## src/ple_pkg.sv

```systemverilog
// Shared types and constants for the positional list engine.
`default_nettype none

package ple_pkg;

   // Field widths of the request and response transactions
   localparam int KIND_W = 2;
   localparam int POS_W = 7;
   localparam int VAL_W = 32;
   localparam int STAT_W = 2;
   localparam int LEN_W = 7;
   localparam int REQ_PAD_W = 1;
   localparam int REQ_DATA_W = POS_W + VAL_W + REQ_PAD_W;
   localparam int RSP_PAD_W = 2;
   localparam int RSP_DATA_W = LEN_W + VAL_W + LEN_W + RSP_PAD_W;

   // Request kinds
   localparam logic [KIND_W-1:0] KIND_INSERT = 2'd0;
   localparam logic [KIND_W-1:0] KIND_DELETE = 2'd1;
   localparam logic [KIND_W-1:0] KIND_LOCATE = 2'd2;

   // Response status codes
   localparam logic [STAT_W-1:0] STAT_OK = 2'd0;
   localparam logic [STAT_W-1:0] STAT_RANGE = 2'd1;
   localparam logic [STAT_W-1:0] STAT_FULL = 2'd2;
   localparam logic [STAT_W-1:0] STAT_MISSING = 2'd3;

   // Commands from controller to datapath
   typedef struct packed {
      logic              load;       // capture the accepted request
      logic              step;       // issue one memory read and advance the index
      logic              ins_write;  // write the inserted value at its slot
      logic              emit;       // load the response register, commit length
      logic [STAT_W-1:0] status;     // status code reported on emit
   } ctl_cmd_type;

   // Status from datapath to controller
   typedef struct packed {
      logic [KIND_W-1:0] kind;
      logic              ins_range;
      logic              ins_full;
      logic              del_range;
      logic              more;       // index has entries left to visit
      logic              pend;       // a read is in flight
      logic              hit;        // locate found a match
      logic              out_free;   // response register can take a result
   } dp_stat_type;

endpackage

`default_nettype wire

```

## src/ple_ram.sv

```systemverilog
// Generic single-write, single-read RAM with registered read data.
`default_nettype none

module ple_ram #(
   parameter int WIDTH = 32,
   parameter int DEPTH = 64
) (
   input  wire logic                     clock,
   input  wire logic                     wr_en,
   input  wire logic [$clog2(DEPTH)-1:0] wr_addr,
   input  wire logic [WIDTH-1:0]         wr_data,
   input  wire logic                     rd_en,
   input  wire logic [$clog2(DEPTH)-1:0] rd_addr,
   output logic      [WIDTH-1:0]         rd_data
);

   logic [WIDTH-1:0] mem_ff [DEPTH];

   // Write port
   always_ff @(posedge clock) begin
      if (wr_en) begin
         mem_ff[wr_addr] <= wr_data;
      end
   end

   // Registered read port
   always_ff @(posedge clock) begin
      if (rd_en) begin
         rd_data <= mem_ff[rd_addr];
      end
   end

endmodule

`default_nettype wire

```

## src/ple_ctrl.sv

```systemverilog
// Controller state machine that sequences insert, delete and locate requests.
`default_nettype none

module ple_ctrl (
   input  wire logic                 clock,
   input  wire logic                 reset,
   input  wire logic                 req_tvalid,
   output logic                      req_tready,
   input  wire ple_pkg::dp_stat_type stat,
   output ple_pkg::ctl_cmd_type      cmd
);

   typedef enum logic [2:0] {
      S_IDLE,
      S_CHECK,
      S_INS_SHIFT,
      S_INS_PUT,
      S_DEL_SHIFT,
      S_SCAN,
      S_DONE
   } state_type;

   state_type                    state_ff, state_in;
   logic [ple_pkg::STAT_W-1:0]   res_ff, res_in;

   assign req_tready = (state_ff == S_IDLE);

   // Next state and commands
   always_comb begin
      state_in      = state_ff;
      res_in        = res_ff;
      cmd.load      = 1'b0;
      cmd.step      = 1'b0;
      cmd.ins_write = 1'b0;
      cmd.emit      = 1'b0;
      cmd.status    = res_ff;
      case (state_ff)
         S_IDLE: begin
            if (req_tvalid) begin
               cmd.load = 1'b1;
               state_in = S_CHECK;
            end
         end
         S_CHECK: begin
            case (stat.kind)
               ple_pkg::KIND_INSERT: begin
                  if (stat.ins_range) begin
                     res_in   = ple_pkg::STAT_RANGE;
                     state_in = S_DONE;
                  end else if (stat.ins_full) begin
                     res_in   = ple_pkg::STAT_FULL;
                     state_in = S_DONE;
                  end else begin
                     state_in = S_INS_SHIFT;
                  end
               end
               ple_pkg::KIND_DELETE: begin
                  if (stat.del_range) begin
                     res_in   = ple_pkg::STAT_RANGE;
                     state_in = S_DONE;
                  end else begin
                     state_in = S_DEL_SHIFT;
                  end
               end
               ple_pkg::KIND_LOCATE: begin
                  state_in = S_SCAN;
               end
               default: begin
                  res_in   = ple_pkg::STAT_OK;
                  state_in = S_DONE;
               end
            endcase
         end
         S_INS_SHIFT: begin
            cmd.step = stat.more;
            if (!stat.more && !stat.pend) begin
               state_in = S_INS_PUT;
            end
         end
         S_INS_PUT: begin
            cmd.ins_write = 1'b1;
            res_in        = ple_pkg::STAT_OK;
            state_in      = S_DONE;
         end
         S_DEL_SHIFT: begin
            cmd.step = stat.more;
            if (!stat.more && !stat.pend) begin
               res_in   = ple_pkg::STAT_OK;
               state_in = S_DONE;
            end
         end
         S_SCAN: begin
            cmd.step = stat.more && !stat.hit;
            if (!stat.pend && (stat.hit || !stat.more)) begin
               res_in   = stat.hit ? ple_pkg::STAT_OK : ple_pkg::STAT_MISSING;
               state_in = S_DONE;
            end
         end
         S_DONE: begin
            if (stat.out_free) begin
               cmd.emit = 1'b1;
               state_in = S_IDLE;
            end
         end
         default: begin
            state_in = S_IDLE;
         end
      endcase
   end

   // Hold state and the pending result code
   always_ff @(posedge clock) begin
      if (reset) begin
         state_ff <= S_IDLE;
         res_ff   <= ple_pkg::STAT_OK;
      end else begin
         state_ff <= state_in;
         res_ff   <= res_in;
      end
   end

endmodule

`default_nettype wire

```

## src/ple_dp.sv

```systemverilog
// Datapath: entry memory, shift and scan index, length and response register.
`default_nettype none

module ple_dp #(
   parameter int CAPACITY = 64
) (
   input  wire logic                               clock,
   input  wire logic                               reset,
   input  wire ple_pkg::ctl_cmd_type               cmd,
   output ple_pkg::dp_stat_type                    stat,
   input  wire logic [ple_pkg::KIND_W-1:0]         req_tuser,
   input  wire logic [ple_pkg::REQ_DATA_W-1:0]     req_tdata,
   output logic                                    rsp_tvalid,
   input  wire logic                               rsp_tready,
   output logic      [ple_pkg::STAT_W-1:0]         rsp_tuser,
   output logic      [ple_pkg::RSP_DATA_W-1:0]     rsp_tdata
);

   localparam int AW = $clog2(CAPACITY);
   localparam int CW = $clog2(CAPACITY + 1);
   localparam int XW = ((CW > ple_pkg::POS_W) ? CW : ple_pkg::POS_W) + 1;
   localparam int PW = ple_pkg::POS_W;
   localparam int VW = ple_pkg::VAL_W;
   localparam int LW = ple_pkg::LEN_W;

   // Request capture
   logic [ple_pkg::KIND_W-1:0] kind_ff, kind_in;
   logic [PW-1:0]              pos_ff, pos_in;
   logic [VW-1:0]              val_ff, val_in;

   // List state and walk
   logic [CW-1:0]              count_ff, count_in;
   logic [CW-1:0]              k_ff, k_in;
   logic [CW-1:0]              pa_ff, pa_in;
   logic                       pv_ff, pv_in;
   logic                       hit_ff, hit_in;
   logic [CW-1:0]              found_ff, found_in;
   logic [VW-1:0]              removed_ff, removed_in;

   // Response register
   logic                       rsp_valid_ff, rsp_valid_in;
   logic [ple_pkg::STAT_W-1:0] rsp_status_ff, rsp_status_in;
   logic [LW-1:0]              rsp_found_ff, rsp_found_in;
   logic [VW-1:0]              rsp_removed_ff, rsp_removed_in;
   logic [LW-1:0]              rsp_length_ff, rsp_length_in;

   // Extended views for compares
   logic [XW-1:0] pos_x, count_x, k_x, pos_m1_x, found_x, next_count_x;
   logic [CW-1:0] k_dec, pa_dec, next_count;
   logic          is_insert, is_delete, is_locate;

   // Memory port
   logic          mem_wr_en;
   logic [AW-1:0] mem_wr_addr;
   logic [VW-1:0] mem_wr_data;
   logic [AW-1:0] mem_rd_addr;
   logic [VW-1:0] mem_rd_data;

   assign is_insert = (kind_ff == ple_pkg::KIND_INSERT);
   assign is_delete = (kind_ff == ple_pkg::KIND_DELETE);
   assign is_locate = (kind_ff == ple_pkg::KIND_LOCATE);

   assign pos_x    = XW'(pos_ff);
   assign count_x  = XW'(count_ff);
   assign k_x      = XW'(k_ff);
   assign pos_m1_x = pos_x - XW'(1);
   assign found_x  = XW'(found_ff);
   assign k_dec    = k_ff - CW'(1);
   assign pa_dec   = pa_ff - CW'(1);

   // Status toward the controller
   assign stat.kind      = kind_ff;
   assign stat.ins_range = (pos_x == '0) || (pos_x > count_x + XW'(1));
   assign stat.ins_full  = (count_x == XW'(CAPACITY));
   assign stat.del_range = (pos_x == '0) || (pos_x > count_x);
   assign stat.more      = is_insert ? (k_x >= pos_x) : (k_x < count_x);
   assign stat.pend      = pv_ff;
   assign stat.hit       = hit_ff;
   assign stat.out_free  = !rsp_valid_ff || rsp_tready;

   // Read address: walk down for insert, up for delete and locate
   assign mem_rd_addr = is_insert ? k_dec[AW-1:0] : k_ff[AW-1:0];

   // Write port: inserted value, or the entry whose read was issued in the previous cycle
   always_comb begin
      mem_wr_en   = 1'b0;
      mem_wr_addr = pa_ff[AW-1:0];
      mem_wr_data = mem_rd_data;
      if (cmd.ins_write) begin
         mem_wr_en   = 1'b1;
         mem_wr_addr = pos_m1_x[AW-1:0];
         mem_wr_data = val_ff;
      end else if (pv_ff && is_insert) begin
         mem_wr_en = 1'b1;
      end else if (pv_ff && is_delete && (pa_ff != pos_m1_x[CW-1:0])) begin
         mem_wr_en   = 1'b1;
         mem_wr_addr = pa_dec[AW-1:0];
      end
   end

   ple_ram #(
      .WIDTH (VW),
      .DEPTH (CAPACITY)
   ) u_ram (
      .clock   (clock),
      .wr_en   (mem_wr_en),
      .wr_addr (mem_wr_addr),
      .wr_data (mem_wr_data),
      .rd_en   (cmd.step),
      .rd_addr (mem_rd_addr),
      .rd_data (mem_rd_data)
   );

   // Length after a successful insert or delete
   always_comb begin
      next_count = count_ff;
      if (cmd.status == ple_pkg::STAT_OK) begin
         if (is_insert) begin
            next_count = count_ff + CW'(1);
         end else if (is_delete) begin
            next_count = count_ff - CW'(1);
         end
      end
   end
   assign next_count_x = XW'(next_count);

   // Next values
   always_comb begin
      kind_in        = kind_ff;
      pos_in         = pos_ff;
      val_in         = val_ff;
      count_in       = count_ff;
      k_in           = k_ff;
      pa_in          = pa_ff;
      pv_in          = cmd.step;
      hit_in         = hit_ff;
      found_in       = found_ff;
      removed_in     = removed_ff;
      rsp_valid_in   = rsp_valid_ff && !rsp_tready;
      rsp_status_in  = rsp_status_ff;
      rsp_found_in   = rsp_found_ff;
      rsp_removed_in = rsp_removed_ff;
      rsp_length_in  = rsp_length_ff;

      // Capture the transaction and set the start index
      if (cmd.load) begin
         kind_in    = req_tuser;
         pos_in     = req_tdata[PW-1:0];
         val_in     = req_tdata[PW+VW-1:PW];
         hit_in     = 1'b0;
         found_in   = '0;
         removed_in = '0;
         case (req_tuser)
            ple_pkg::KIND_INSERT: k_in = count_ff;
            ple_pkg::KIND_DELETE: k_in = CW'(XW'(req_tdata[PW-1:0]) - XW'(1));
            default:              k_in = '0;
         endcase
      end

      // Advance the walk
      if (cmd.step) begin
         pa_in = k_ff;
         k_in  = is_insert ? k_dec : (k_ff + CW'(1));
      end

      // Consume the read data
      if (pv_ff) begin
         if (is_delete && (pa_ff == pos_m1_x[CW-1:0])) begin
            removed_in = mem_rd_data;
         end
         if (is_locate && !hit_ff && (mem_rd_data == val_ff)) begin
            hit_in   = 1'b1;
            found_in = pa_ff + CW'(1);
         end
      end

      // Publish the result and commit the length
      if (cmd.emit) begin
         rsp_valid_in   = 1'b1;
         rsp_status_in  = cmd.status;
         rsp_found_in   = (is_locate && hit_ff) ? found_x[LW-1:0] : '0;
         rsp_removed_in = (is_delete && cmd.status == ple_pkg::STAT_OK) ? removed_ff : '0;
         rsp_length_in  = next_count_x[LW-1:0];
         count_in       = next_count;
      end
   end

   // Control registers
   always_ff @(posedge clock) begin
      if (reset) begin
         count_ff     <= '0;
         pv_ff        <= 1'b0;
         hit_ff       <= 1'b0;
         rsp_valid_ff <= 1'b0;
      end else begin
         count_ff     <= count_in;
         pv_ff        <= pv_in;
         hit_ff       <= hit_in;
         rsp_valid_ff <= rsp_valid_in;
      end
   end

   // Payload registers
   always_ff @(posedge clock) begin
      kind_ff        <= kind_in;
      pos_ff         <= pos_in;
      val_ff         <= val_in;
      k_ff           <= k_in;
      pa_ff          <= pa_in;
      found_ff       <= found_in;
      removed_ff     <= removed_in;
      rsp_status_ff  <= rsp_status_in;
      rsp_found_ff   <= rsp_found_in;
      rsp_removed_ff <= rsp_removed_in;
      rsp_length_ff  <= rsp_length_in;
   end

   assign rsp_tvalid = rsp_valid_ff;
   assign rsp_tuser  = rsp_status_ff;
   assign rsp_tdata  = {{ple_pkg::RSP_PAD_W{1'b0}}, rsp_length_ff, rsp_removed_ff,
                        rsp_found_ff};

endmodule

`default_nettype wire

```

## src/positional_list_engine_core.sv

```systemverilog
// Top level of the positional list engine: controller plus datapath.
//
// Holds an ordered list of up to CAPACITY signed 32-bit entries addressed by
// 1-based position. Each request transaction on the req_ channel is insert,
// delete or locate (req_tuser); each produces exactly one response
// transaction on the rsp_ channel with a status (rsp_tuser), the found
// position, the removed value and the list length after the request.
// One request is worked on at a time. Delete and locate read entries in turn
// and insert moves them, one entry per cycle, as the entry memory has one read
// and one write port; insert then writes its value. Locate on an empty list
// reads no entry, and rejected and reserved requests skip the walk. The next
// request can be taken in the cycle after a response is loaded.
// The response sits in an output register: req_tready returns as soon as the
// result is loaded there, so the next request is taken while the receiver
// stalls; a finished result then waits until the register frees.
// Reset empties the list (length zero) at once; the entry memory is not
// cleared, since only entries below the length are ever read.
`default_nettype none

module positional_list_engine_core #(
   parameter int CAPACITY = 64
) (
   input  wire logic                               clock,
   input  wire logic                               reset,
   input  wire logic                               req_tvalid,
   output logic                                    req_tready,
   // req_type[1:0]
   input  wire logic [ple_pkg::KIND_W-1:0]         req_tuser,
   // position[6:0], item_value[38:7], zero pad[39]
   input  wire logic [ple_pkg::REQ_DATA_W-1:0]     req_tdata,
   output logic                                    rsp_tvalid,
   input  wire logic                               rsp_tready,
   // status[1:0]
   output logic      [ple_pkg::STAT_W-1:0]         rsp_tuser,
   // found_position[6:0], removed_value[38:7], list_length[45:39], pad[47:46]
   output logic      [ple_pkg::RSP_DATA_W-1:0]     rsp_tdata
);

   ple_pkg::ctl_cmd_type cmd;
   ple_pkg::dp_stat_type stat;

   ple_ctrl u_ctrl (
      .clock      (clock),
      .reset      (reset),
      .req_tvalid (req_tvalid),
      .req_tready (req_tready),
      .stat       (stat),
      .cmd        (cmd)
   );

   ple_dp #(
      .CAPACITY (CAPACITY)
   ) u_dp (
      .clock      (clock),
      .reset      (reset),
      .cmd        (cmd),
      .stat       (stat),
      .req_tuser  (req_tuser),
      .req_tdata  (req_tdata),
      .rsp_tvalid (rsp_tvalid),
      .rsp_tready (rsp_tready),
      .rsp_tuser  (rsp_tuser),
      .rsp_tdata  (rsp_tdata)
   );

endmodule

`default_nettype wire

```

## config.mk

```make
export PLATFORM = sky130hd
export DESIGN_NAME = positional_list_engine_core
export DESIGN_NICKNAME = d
export VERILOG_FILES = /design/src/ple_pkg.sv /design/src/ple_ram.sv /design/src/ple_ctrl.sv /design/src/ple_dp.sv /design/src/positional_list_engine_core.sv
export SDC_FILE = /design/constraint.sdc
export NUM_CORES = 2
export LEC_CHECK = 0
export BUFFER_PORTS_ARGS = -buffer_cell sky130_fd_sc_hd__buf_2
export CAP_MARGIN = 20
export CORE_AREA = 2 2 594 301
export CTS_CLUSTER_SIZE = 14
export DETAILED_ROUTE_END_ITERATION = 6
export DIE_AREA = 0 0 596 303
export PLACE_DENSITY = 0.71
export SLEW_MARGIN = 20
export SYNTH_ARGS = -nofsm -noshare
export SYNTH_HDL_FRONTEND = slang
export SYNTH_SLANG_ARGS = --single-unit
```

## constraint.sdc

```tcl
create_clock -name clock -period 8.2 [get_ports clock]
set_input_delay 1.23 -clock clock [delete_from_list [all_inputs] [get_ports clock]]
set_output_delay 1.23 -clock clock [all_outputs]
set_load 0.1 [all_outputs]
```

==> flow_metrics.py <==
metrics = {
    "synthesis": {
        "synthFlopType": "edfxtp_1",
        "synth_fa_ha_area_share_pct": 0.617,
        "synth_seq_cells": 2237,
        "muxShareOfSynthArea_pct": 17.4,
        "synth_top_family_by_area": "multiplexers",
        "syn_area_um2": 87200,
        "synth_top_area_share_pct": 75.2,
        "async_flop_share_pct": 0,
        "yosys.area_share.simple_pct": 2.50,
        "synth_xor_xnor_area_share_pct": 0.722,
        "synth.avg_cell_area_um2": 22.4,
        "synth_edf_count": 2183,
        "synth_top_area_cell": "edfxtp_1",
        "synthDistinctLibCells": 76,
        "synth_compound_area_share_pct": 1.21,
        "ys_top_cells_by_area": "edfxtp_1 (75%), mux4_2 (17%), dfxtp_1 (1.2%), nand2_1 (0.89%), ha_1 (0.62%)",
        "seq_area_frac_synth_pct": 76.4,
        "synthMostInstantiatedCell": "edfxtp_1",
        "synthCells": 3889,
        "synthTopCellsByCount": "edfxtp_1 (2183), mux4_2 (672), nand2_1 (206)",
        "ys_warn_count": 0,
    },
    "route": {
        "drt_pass1_iterations": 5,
        "routed_wl_mm": 222,
        "wl_met3_mm": 36.6,
        "drtIter0Drc": 7179,
        "drtAntennaViolNets": 0,
        "met2_length_mm": 91.5,
        "viasPerCell": 6.54,
        "via_count": 42500,
        "wl_per_cell_um": 34.2,
        "drcViolationCount": 0,
        "wl_met1_mm": 89.6,
        "highest_layer": "met5",
    },
    "timing": {
        "post-route-period-util_pct": 64.1,
        "worstMarginPinSlew_ns": 1.05,
        "setup_viol": 0,
        "min_period_ns": 5.26,
        "finalClockSkew_ns": 0.0397,
        "clock.fmax_mhz": 190,
        "rsz0062_at_grt": "false",
        "setup_tns_ns": 0,
        "finalHoldViolations": 0,
        "slew_headroom_pct": 30.2,
        "worst_slack_ns": 2.94,
        "slew_violations": 0,
        "hold_ws_ns": 0.460,
    },
    "clock_network": {
        "numCtsBuffers": 189,
        "cts_setup_buffers": 0,
        "worstSkewPairLatency_ns": 0.83,
        "htreeDepth": 4,
        "cts_resized": 0,
        "clk_pin_slew_ns": 0.07,
        "cts_tree": "done",
        "clock_path_buffers": 4,
        "clkSinkCount": 2237,
        "cts_hold_buffers": 0,
        "cts-root-buf": "clkbuf_16",
    },
    "worst_setup_path": {
        "rr_worst_depth": 11,
        "reg2reg_slack_ns": 2.94,
        "path_delay_family": "simple AND/OR/NAND/NOR gates",
        "crit_required_ns": 8.67,
        "slowest_stage": "nor2_4",
        "max_stage_delay_ns": 0.92,
        "crit_fanout": 20,
        "critPathKind": "register to register",
        "end_kind": "register",
        "rr_endpoint": "u_dp.u_ram.mem_ff[44][4]",
        "worstPathCellList": "inv_1 > ha_1 > xnor2_1 > nor2_1 > nor4_2 > a31oi_1 > o22a_1 > o22ai_1 > nand3b_1 > nor2_4 > buf_4",
        "worst-path-buf-inv": 2,
        "rr_startpoint": "u_dp.pos_ff[0]",
        "critPathLaunchType": "register",
        "arrival_ns": 5.73,
    },
    "layout": {
        "nets": 4201,
        "multi_input_area_um2": 20200,
        "regArea_um2": 66600,
        "area_delta_synth_final_pct": 10.7,
        "final_area_um2": 96600,
        "finalNonFillerCells": 6501,
        "fillers": 12700,
        "drive_gt1_share_pct": 29.8,
    },
    "place": {
        "dpl.hpwl_mm": 128,
        "dp_cells": 6252,
        "numPortBuffers": 94,
        "gp_congestion": 0.947,
        "dpl_cell_area_um2": 91600,
        "pre_cts_slack_ns": 2.94,
    },
    "floorplan": {
        "num_rows": 109,
        "io_pins": 98,
        "dieArea_um2": 181000,
        "coreArea_um2": 175000,
        "fp.dieH_um": 303,
        "die_w_um": 596,
        "start_util_pct": 49.7,
    },
    "power": {
        "peakVddDrop_v": 0.000451,
        "leakage_uw": 0.0299,
        "power.density_nw_per_um2": 405,
    },
    "global_route": {
        "grt_overflow": 0,
        "first_global_vias": 40800,
        "grt_pass1_wl_mm": 312,
        "grt_usage_pct": 24.6,
        "grt_max_degree": 107,
        "antenna_found_initial": 20,
    },
    "flow_run": {
        "maxCapViolCount": 0,
    },
    "hold_path": {
        "hold_start": "u_dp.removed_ff[1]",
        "min_path_type": "register to register",
        "worstHoldPathCells": 2,
        "hold_end": "u_dp.removed_ff[1]",
    },
    "outcome": {
        "status": "complete, no violations",
    },
}
[area by class of cell]
| cell class | instances | share of cell area, % |
|---|---|---|
| multi-input cells | 1415 | 21.0 |
| clock inverters | 25 | 0.127 |
| repair buffers | 237 | 1.74 |
| inverters | 32 | 0.124 |
| clock buffers | 215 | 5.00 |
| diodes | 9 | 0.0233 |
| flip-flops and latches | 2237 | 69.0 |
| well taps | 2331 | 3.02 |
[through the flow]
step / power, uW / util, %
after floorplan: 24800 / -
after global placement: 30800 / 52.2
after detailed placement: 31100 / 52.2
after CTS: 38900 / 55.0
after global routing: 40400 / 55.0
final: 39100 / 55.1
[cells in the final DEF, fill, tap and decap left out, drive strengths merged, types with 18 or more instances in the layout]
master and count:
edfxtp 2183, mux4 672, buf 237, clkbuf 215, nand2 206, nor2 74
o21ai 61, dfxtp 54, and3 46, xnor2 46, ha 43, nor3 42
inv 37, a21oi 30, xor2 25, clkinv 20, nand3 18
[worst max-delay path by stage]
stage          slack [ns]                  endpoint             from  depth (start not counted)
2_1_floorplan        2.86  u_dp.u_ram.mem_ff[39][0]   u_dp.pos_ff[0]                         11
3_3_place_gp         3.03     u_dp.u_ram.rd_data[1]  u_dp.kind_ff[1]                          9
3_5_place_dp         2.94     u_dp.u_ram.rd_data[1]  u_dp.kind_ff[1]                          9
4_1_cts              2.95     u_dp.u_ram.rd_data[1]  u_dp.kind_ff[1]                          9
5_1_grt              2.71     u_dp.u_ram.rd_data[1]  u_dp.kind_ff[1]                          9
6_report             2.94  u_dp.u_ram.mem_ff[44][4]   u_dp.pos_ff[0]                         11
[tightest hold or removal path: stages, from the launching register on]
cell,delay (ns)
dfxtp_1,0.31
nand2_1,0.05
o21ai_0,0.06
[power by group]
group | internal [uW] | switching [uW]
Clock | 4130 | 3800
Sequential | 15000 | 400
Combinational | 5940 | 9830
[per-layer routing]
layer	vias up	track usage, %
li1	16700	-
met1	22600	37.5
met2	2967	32.8
met3	293	10.8
met4	10	5.09
met5	-	0
[registers in the layout, summed over array words and instances (netlist names), 2 cells and up]
register,cells
u_dp.kind_ff,2
u_dp.u_ram.rd_data,32
u_dp.val_ff,32
u_dp.pos_ff,7
u_dp.pa_ff,7
u_dp.rsp_removed_ff,32
u_dp.count_ff,7
u_ctrl.state_ff,3
u_dp.removed_ff,32
u_dp.k_ff,7
u_dp.found_ff,7
u_dp.rsp_length_ff,7
u_ctrl.res_ff,2
u_dp.rsp_tuser,2
u_dp.rsp_found_ff,7
u_dp.u_ram.mem_ff,2048
[cell families after synthesis]
family / Yosys count
muxes: 679
AOI/OAI and AO/OA: 162
buffers and inverters: 238
other: 1
adders and majority gates: 43
DFF: 2237
and+or+nand+nor: 458
xor gates and xnor gates: 71
Note: power is estimated with default switching activity, not from simulation.
